===== src/rtl/gasc_pkg.sv =====
// ----------------------------------------------------------------------------
// gasc_pkg
// Shared types and defaults for the glyph atlas shelf cache.
// ----------------------------------------------------------------------------
package gasc_pkg;

  localparam int ATLAS_WIDTH_DEF  = 128;
  localparam int ATLAS_HEIGHT_DEF = 128;
  localparam int SLOT_COUNT_DEF   = 256;

  localparam int CSLOT_W = 9;
  localparam int GLYPH_W = 8;
  localparam int OUT_W   = 8;

  typedef enum logic [3:0] {
    ST_IDLE,
    ST_HIT,
    ST_ROW,
    ST_TOP,
    ST_TOP_RD,
    ST_TOP_CHK,
    ST_BAND,
    ST_BAND_RD,
    ST_BAND_CHK,
    ST_PLACE
  } state_t;

  typedef struct packed {
    logic load;
    logic rd_cslot;
    logic flush_emit;
    logic hit_emit;
    logic row_wrap;
    logic top_wrap;
    logic band_setup;
    logic set_rh;
    logic evict;
    logic place;
  } cmd_t;

  typedef struct packed {
    logic mode;
    logic hit_ok;
    logic row_ovf;
    logic top_ovf;
    logic ring_empty;
    logic top_stop;
    logic taller;
    logic band_stop;
    logic full;
  } stat_t;

endpackage


===== src/rtl/gasc_ctrl.sv =====
// ----------------------------------------------------------------------------
// gasc_ctrl
// Sequencer for lookup, flush, shelf wrap and eviction walks.
// ----------------------------------------------------------------------------
module gasc_ctrl (
  input  logic           clk,
  input  logic           rst_n,
  input  logic           start,
  output logic           busy,
  output logic           out_valid,
  input  gasc_pkg::stat_t stat,
  output gasc_pkg::cmd_t  cmd
);
  import gasc_pkg::*;

  state_t state_r, state_nxt;
  logic   strobe_r, strobe_nxt;

  always_ff @(posedge clk) begin
    if (!rst_n) begin
      state_r  <= ST_IDLE;
      strobe_r <= 1'b0;
    end else begin
      state_r  <= state_nxt;
      strobe_r <= strobe_nxt;
    end
  end

  always_comb begin
    state_nxt = state_r;
    cmd       = '0;
    case (state_r)
      ST_IDLE: begin
        cmd.rd_cslot = 1'b1;
        if (start) begin
          cmd.load = 1'b1;
          if (stat.mode) begin
            cmd.flush_emit = 1'b1;
          end else if (stat.hit_ok) begin
            state_nxt = ST_HIT;
          end else begin
            state_nxt = ST_ROW;
          end
        end
      end
      ST_HIT: begin
        cmd.hit_emit = 1'b1;
        state_nxt    = ST_IDLE;
      end
      ST_ROW: begin
        cmd.row_wrap = stat.row_ovf;
        state_nxt    = ST_TOP;
      end
      ST_TOP: begin
        if (stat.top_ovf) begin
          cmd.top_wrap = 1'b1;
          state_nxt    = ST_TOP_RD;
        end else begin
          state_nxt = ST_BAND;
        end
      end
      ST_TOP_RD: begin
        state_nxt = stat.ring_empty ? ST_BAND : ST_TOP_CHK;
      end
      ST_TOP_CHK: begin
        if (stat.top_stop) begin
          state_nxt = ST_BAND;
        end else begin
          cmd.evict = 1'b1;
          state_nxt = ST_TOP_RD;
        end
      end
      ST_BAND: begin
        cmd.band_setup = 1'b1;
        state_nxt      = stat.taller ? ST_BAND_RD : ST_PLACE;
      end
      ST_BAND_RD: begin
        if (stat.ring_empty) begin
          cmd.set_rh = 1'b1;
          state_nxt  = ST_PLACE;
        end else begin
          state_nxt = ST_BAND_CHK;
        end
      end
      ST_BAND_CHK: begin
        if (stat.band_stop) begin
          cmd.set_rh = 1'b1;
          state_nxt  = ST_PLACE;
        end else begin
          cmd.evict = 1'b1;
          state_nxt = ST_BAND_RD;
        end
      end
      ST_PLACE: begin
        cmd.evict = stat.full;
        cmd.place = 1'b1;
        state_nxt = ST_IDLE;
      end
      default: begin
        state_nxt = ST_IDLE;
      end
    endcase
    strobe_nxt = cmd.flush_emit | cmd.hit_emit | cmd.place;
  end

  assign busy      = (state_r != ST_IDLE);
  assign out_valid = strobe_r;

endmodule


===== config.mk =====
export PLATFORM = sky130hd
export DESIGN_NAME = gasc_ctrl
export DESIGN_NICKNAME = d
export VERILOG_FILES = /design/src/rtl/gasc_pkg.sv /design/src/rtl/gasc_ctrl.sv
export SDC_FILE = /design/constraint.sdc
export NUM_CORES = 1
export LEC_CHECK = 0
export CORE_AREA = 2 2 39 41
export DETAILED_ROUTE_END_ITERATION = 8
export DIE_AREA = 0 0 41 43
export DONT_BUFFER_PORTS = 1
export PLACE_DENSITY_LB_ADDON = 0.12
export SYNTH_ARGS = -nofsm -noshare
export SYNTH_HDL_FRONTEND = slang
export SYNTH_SLANG_ARGS = --single-unit

===== constraint.sdc =====
create_clock -name clk -period 2.7 [get_ports clk]
set_input_delay 0.54 -clock clk [delete_from_list [all_inputs] [get_ports clk]]
set_output_delay 0.54 -clock clk [all_outputs]
set_load 0.005 [all_outputs]

* Yosys cells after proc, flatten, opt, wreduce, memory -nomap -nowiden *
Index checks and enable logic that the tools add are counted.

storage, ports and cells
  bits in registers = 5
  latch bits = 0
  memory bits (writable) = 0
  bits in read-only memories = 0
  input bits = 12
  output and inout port bits = 12
  memories kept = 0

cells by class
  add/sub/neg operators = 0
  multipliers = 0
  divide/modulo/power cells = 0
  order comparisons = 0
  equal/unequal tests = 11
  shift operators = 0
  multiplexer cells = 26
  bitwise operators = 2
  reduce and logical (&&, ||, !) cells = 3

operators with widths
  cell                number
  $pmux 4 s8          1
  $eq 4x3->1 const B  4
  $mux 4              4
  $mux 1              14
  $eq 4x2->1 const B  2
  $eq 4x4->1 const B  2
  $mux 2              4
  $eq 4x1->1 const B  1
  $logic_not 4->1     1
  $ne 2x2->1 const B  2
  $reduce_bool 4->1   1
  $mux 3              1
  $pmux 1 s3          1
  $or 1x1->1          2
  $pmux 1 s2          1
  $reduce_and 2->1    1

* Depth between registers and ports, before layout *
  depth in word-level cells = 5
  depth in mapped cells = 6
  depth with buffers taken out = 4

* Worst setup path after synthesis *
Ideal clock, no wire load.

  path type = reg2out
  from = register state_r[3]
  to = output cmd[1] (netlist bit)
  data arrival time = 1.060 ns
  required time = 2.160 ns
  slack = 1.100 ns
  cell stages (with the launch flop) = 6
  path buffers = 1
  cells stage by stage = dfxtp_1 -> buf_2 -> inv_1 -> nor4_1 -> a21oi_1 -> nor2_1

RTL lines
  what                      RTL line         text
  start: declaration        gasc_ctrl.sv:16  state_t state_r, state_nxt;
  start signal: assignment  gasc_ctrl.sv:24  state_r <= state_nxt;
  end: declaration          gasc_ctrl.sv:12  output gasc_pkg::cmd_t cmd

==> flow_summary.json <==
{
  "p_int_uw": 150.0,
  "relSlewSlack_pct": 53.51,
  "status": "finished clean",
  "timing.max_cap.violations": 0,
  "die_w_um": 41,
  "io_buffers": 0,
  "root_buffer": "clkbuf_4",
  "num_vias": 485,
  "max_stage_delay_ps": 640,
  "min_from": "rst_n",
  "antenna_found_initial": 0,
  "r2r_setup_slack_ps": 1140,
  "fp-row-count": 14,
  "hold_path_end": "out_valid",
  "synth_area_per_cell_um2": 7.221,
  "p_switching_uw": 57.55,
  "drtAntennaViolNets": 0,
  "postRouteWirelength_um": 1211,
  "crit_path_cell_trace": "inv_1 -> nor4_1 -> a21oi_1 -> nor2_1",
  "post-route-period-util_pct": 78.98,
  "multiInputGateArea_um2": 355.3,
  "synth.distinct_cells": 32,
  "grt_use_total_pct": 14.94,
  "drtIter0Drc": 7,
  "switching_share_pct": 27.73,
  "max_freq_mhz": 468.9,
  "final.setup.tns_ps": 0,
  "clkLatencyLatePin_ps": 240,
  "tritoncts": "yes",
  "peakVddDrop_uv": 255.0,
  "wl_per_cell_um": 14.42,
  "grt_first_pass_wirelength_um": 1863,
  "clkTransAtPathRegs_ps": 40,
  "postCtsSetupRepairBufs": 0,
  "area_delta_synth_final_pct": 2.228,
  "cp_slowest_cell": "dfxtp_1",
  "nFillCells": 164,
  "io_pins": 24,
  "ys_seq_area_share_pct": 19.80,
  "rsz0062_at_grt": "false",
  "syn_nets": 82,
  "regArea_um2": 100.1,
  "core_mm2": 0.001384,
  "synth_warnings": 0,
  "hold_buffers": 0,
  "rr_endpoint": "state_r[1]",
  "crit_type": "flop to output pin",
  "netlist_instances": 70,
  "hold_viol_final": 0,
  "cts.htree.levels": 1,
  "postCtsResizedCells": 0,
  "slew_violations": 0,
  "end_kind": "output pin",
  "die_area_mm2": 0.001763,
  "postLayoutCellArea_um2": 516.7,
  "first_pass_iters": 4,
  "crit-reg2reg-launch": "state_r[3]",
  "power_density_mw_per_mm2": 401.6,
  "gp_congestion": 0.7824,
  "cp_max_fo": 13,
  "drc": 0,
  "initial_core_util_pct": 36.53,
  "holdPathStages": 2,
  "drive_gt1_share_pct": 16.18,
  "hold_ws_ps": 419.8,
  "cts_buffers": 3,
  "start_kind": "flop",
  "cp_top_family": "flip-flops",
  "critPathBufInv": 1,
  "hpwl_um": 853,
  "viasPerCell": 5.774,
  "clockPowerShare_pct": 40.3,
  "netlist_area_um2": 505.5,
  "grt_pass1_vias": 461,
  "clock_sinks": 5,
  "grt_max_degree": 20,
  "power_frac_comb_pct": 16.7,
  "sequentialPowerShare_pct": 43.0,
  "tightest_slew_ps": 696.4,
  "crit_arrival_ps": 1590,
  "antenna_cells": 0,
  "clock_path_buffers": 2,
  "num-nets-final": 81,
  "setup_viol": 0,
  "overflow": 0,
  "crit_required_ps": 2160,
  "place_area_um2": 490.5,
  "dieHeight_um": 43,
  "skew_ps": 3.273,
  "r2r_cells": 4,
  "fin_crit_ps": 2133,
  "leakagePower_uw": 0.0001828,
  "ys_ff_latch": 5,
  "hold_class": "primary input to flop"
}
==> layout by cell type, fill, tap and decap left out, drive strengths merged <==
cell,instances
a21oi,9
nand4b,1
or3,1
inv,4
nor2,9
and4,1
and4b,1
nor3,2
nor4b,1
nor4,2
a31oi,1
or4b,1
nor2b,1
nand2,6
o22ai,1
clkbuf,4
o21ai,5
and2,1
and3,3
dfxtp,5
nand2b,4
nand3,2
o221ai,1
nand3b,2
==> power by group through the flow <==
stage                     Sequential, µW  Combinational, µW  Clock, µW
after CTS                           89.3               34.8       88.3
after global routing                90.8               38.4       93.1
final                               89.3               34.6       83.6
after floorplan                     79.7               42.5          0
after global placement              90.3               34.9          0
after detailed placement            90.7               34.5          0
==> registers in the layout, indices dropped and copies added, names as in the netlist <==
signal and count:
out_valid 1, state_r 4
==> worst max path at each step <==
stage / to / cells past startpoint / slack [ps] / start
finish: cmd[1] / 4 / 570 / state_r[3]
global route: cmd[1] / 4 / 460 / state_r[3]
CTS: cmd[1] / 4 / 560 / state_r[3]
detailed placement: cmd[1] / 4 / 820 / state_r[3]
global placement: cmd[1] / 4 / 820 / state_r[3]
floorplan: cmd[1] / 5 / 1100 / state_r[3]
==> cells in the mapped netlist (all sizes together) <==
cell type  number  share of area, %
a21oi           9                13
nor2            9               8.2
nand2           6               4.5
buf             5               6.2
dfxtp           5                20
o21ai           5               4.9
inv             4               3.0
nand2b          4               4.9
and3            3               3.7
nand3           2               2.0
nand3b          2               3.0
nor3            2               2.0
nor4            2               5.4
a31oi           1               1.2
and2            1               1.2
and4            1               1.7
and4b           1               2.0
clkbuf          1              0.74
nand4b          1               1.7
nor2b           1               1.2
nor4b           1               1.7
o221ai          1               3.0
o22ai           1               1.2
or3             1               1.2
or4b            1               2.7
==> worst reg2reg max path, stage by stage, from the launching register on <==
cell	delay, ps
dfxtp_1	640
or4b_4	540
a21oi_4	150
a21oi_2	50
a21oi_2	120
==> final cells by class <==
| cell class | instances | area share, % |
|---|---|---|
| flip-flops and latches | 5 | 19.37 |
| inverters | 4 | 2.906 |
| clock buffers | 4 | 5.085 |
| well taps | 16 | 3.874 |
| multi-input cells | 55 | 68.77 |
==> per-stage QoR <==
stage | std cells | setup WS, ps | utilization (%) | power (µW)
2_1_floorplan | 70 | 1100 | - | 122.1
3_3_place_gp | 80 | 819.5 | 35.44 | 125.2
3_5_place_dp | 80 | 818.7 | 35.44 | 125.2
4_1_cts | 84 | 561.6 | 37.34 | 212.5
5_1_grt | 84 | 463.7 | 37.34 | 222.3
6_report | 84 | 567.4 | 37.34 | 207.5
==> kinds of logic (layout without fill, tap and decap cells) <==
kind of cell / after synthesis / after routing / synth area share, %
DFF: 5 / 5 / 19.80
AOI/OAI and AO/OA: 17 / 17 / 23.02
buffers and inverters: 10 / 8 / 9.899
and+or+nand+nor: 38 / 38 / 47.28
==> per-layer routing <==
metal | GRT usage [%] | part of all wire (%) | vias to the layer above
met2 | 23.13 | 45 | 25
li1 | - | - | 241
met5 | 0 | 0 | -
met4 | 2.000 | 0 | 0
met3 | 5.759 | 8.9 | 0
met1 | 19.55 | 46 | 219
Power figures use the tool's default switching activity.
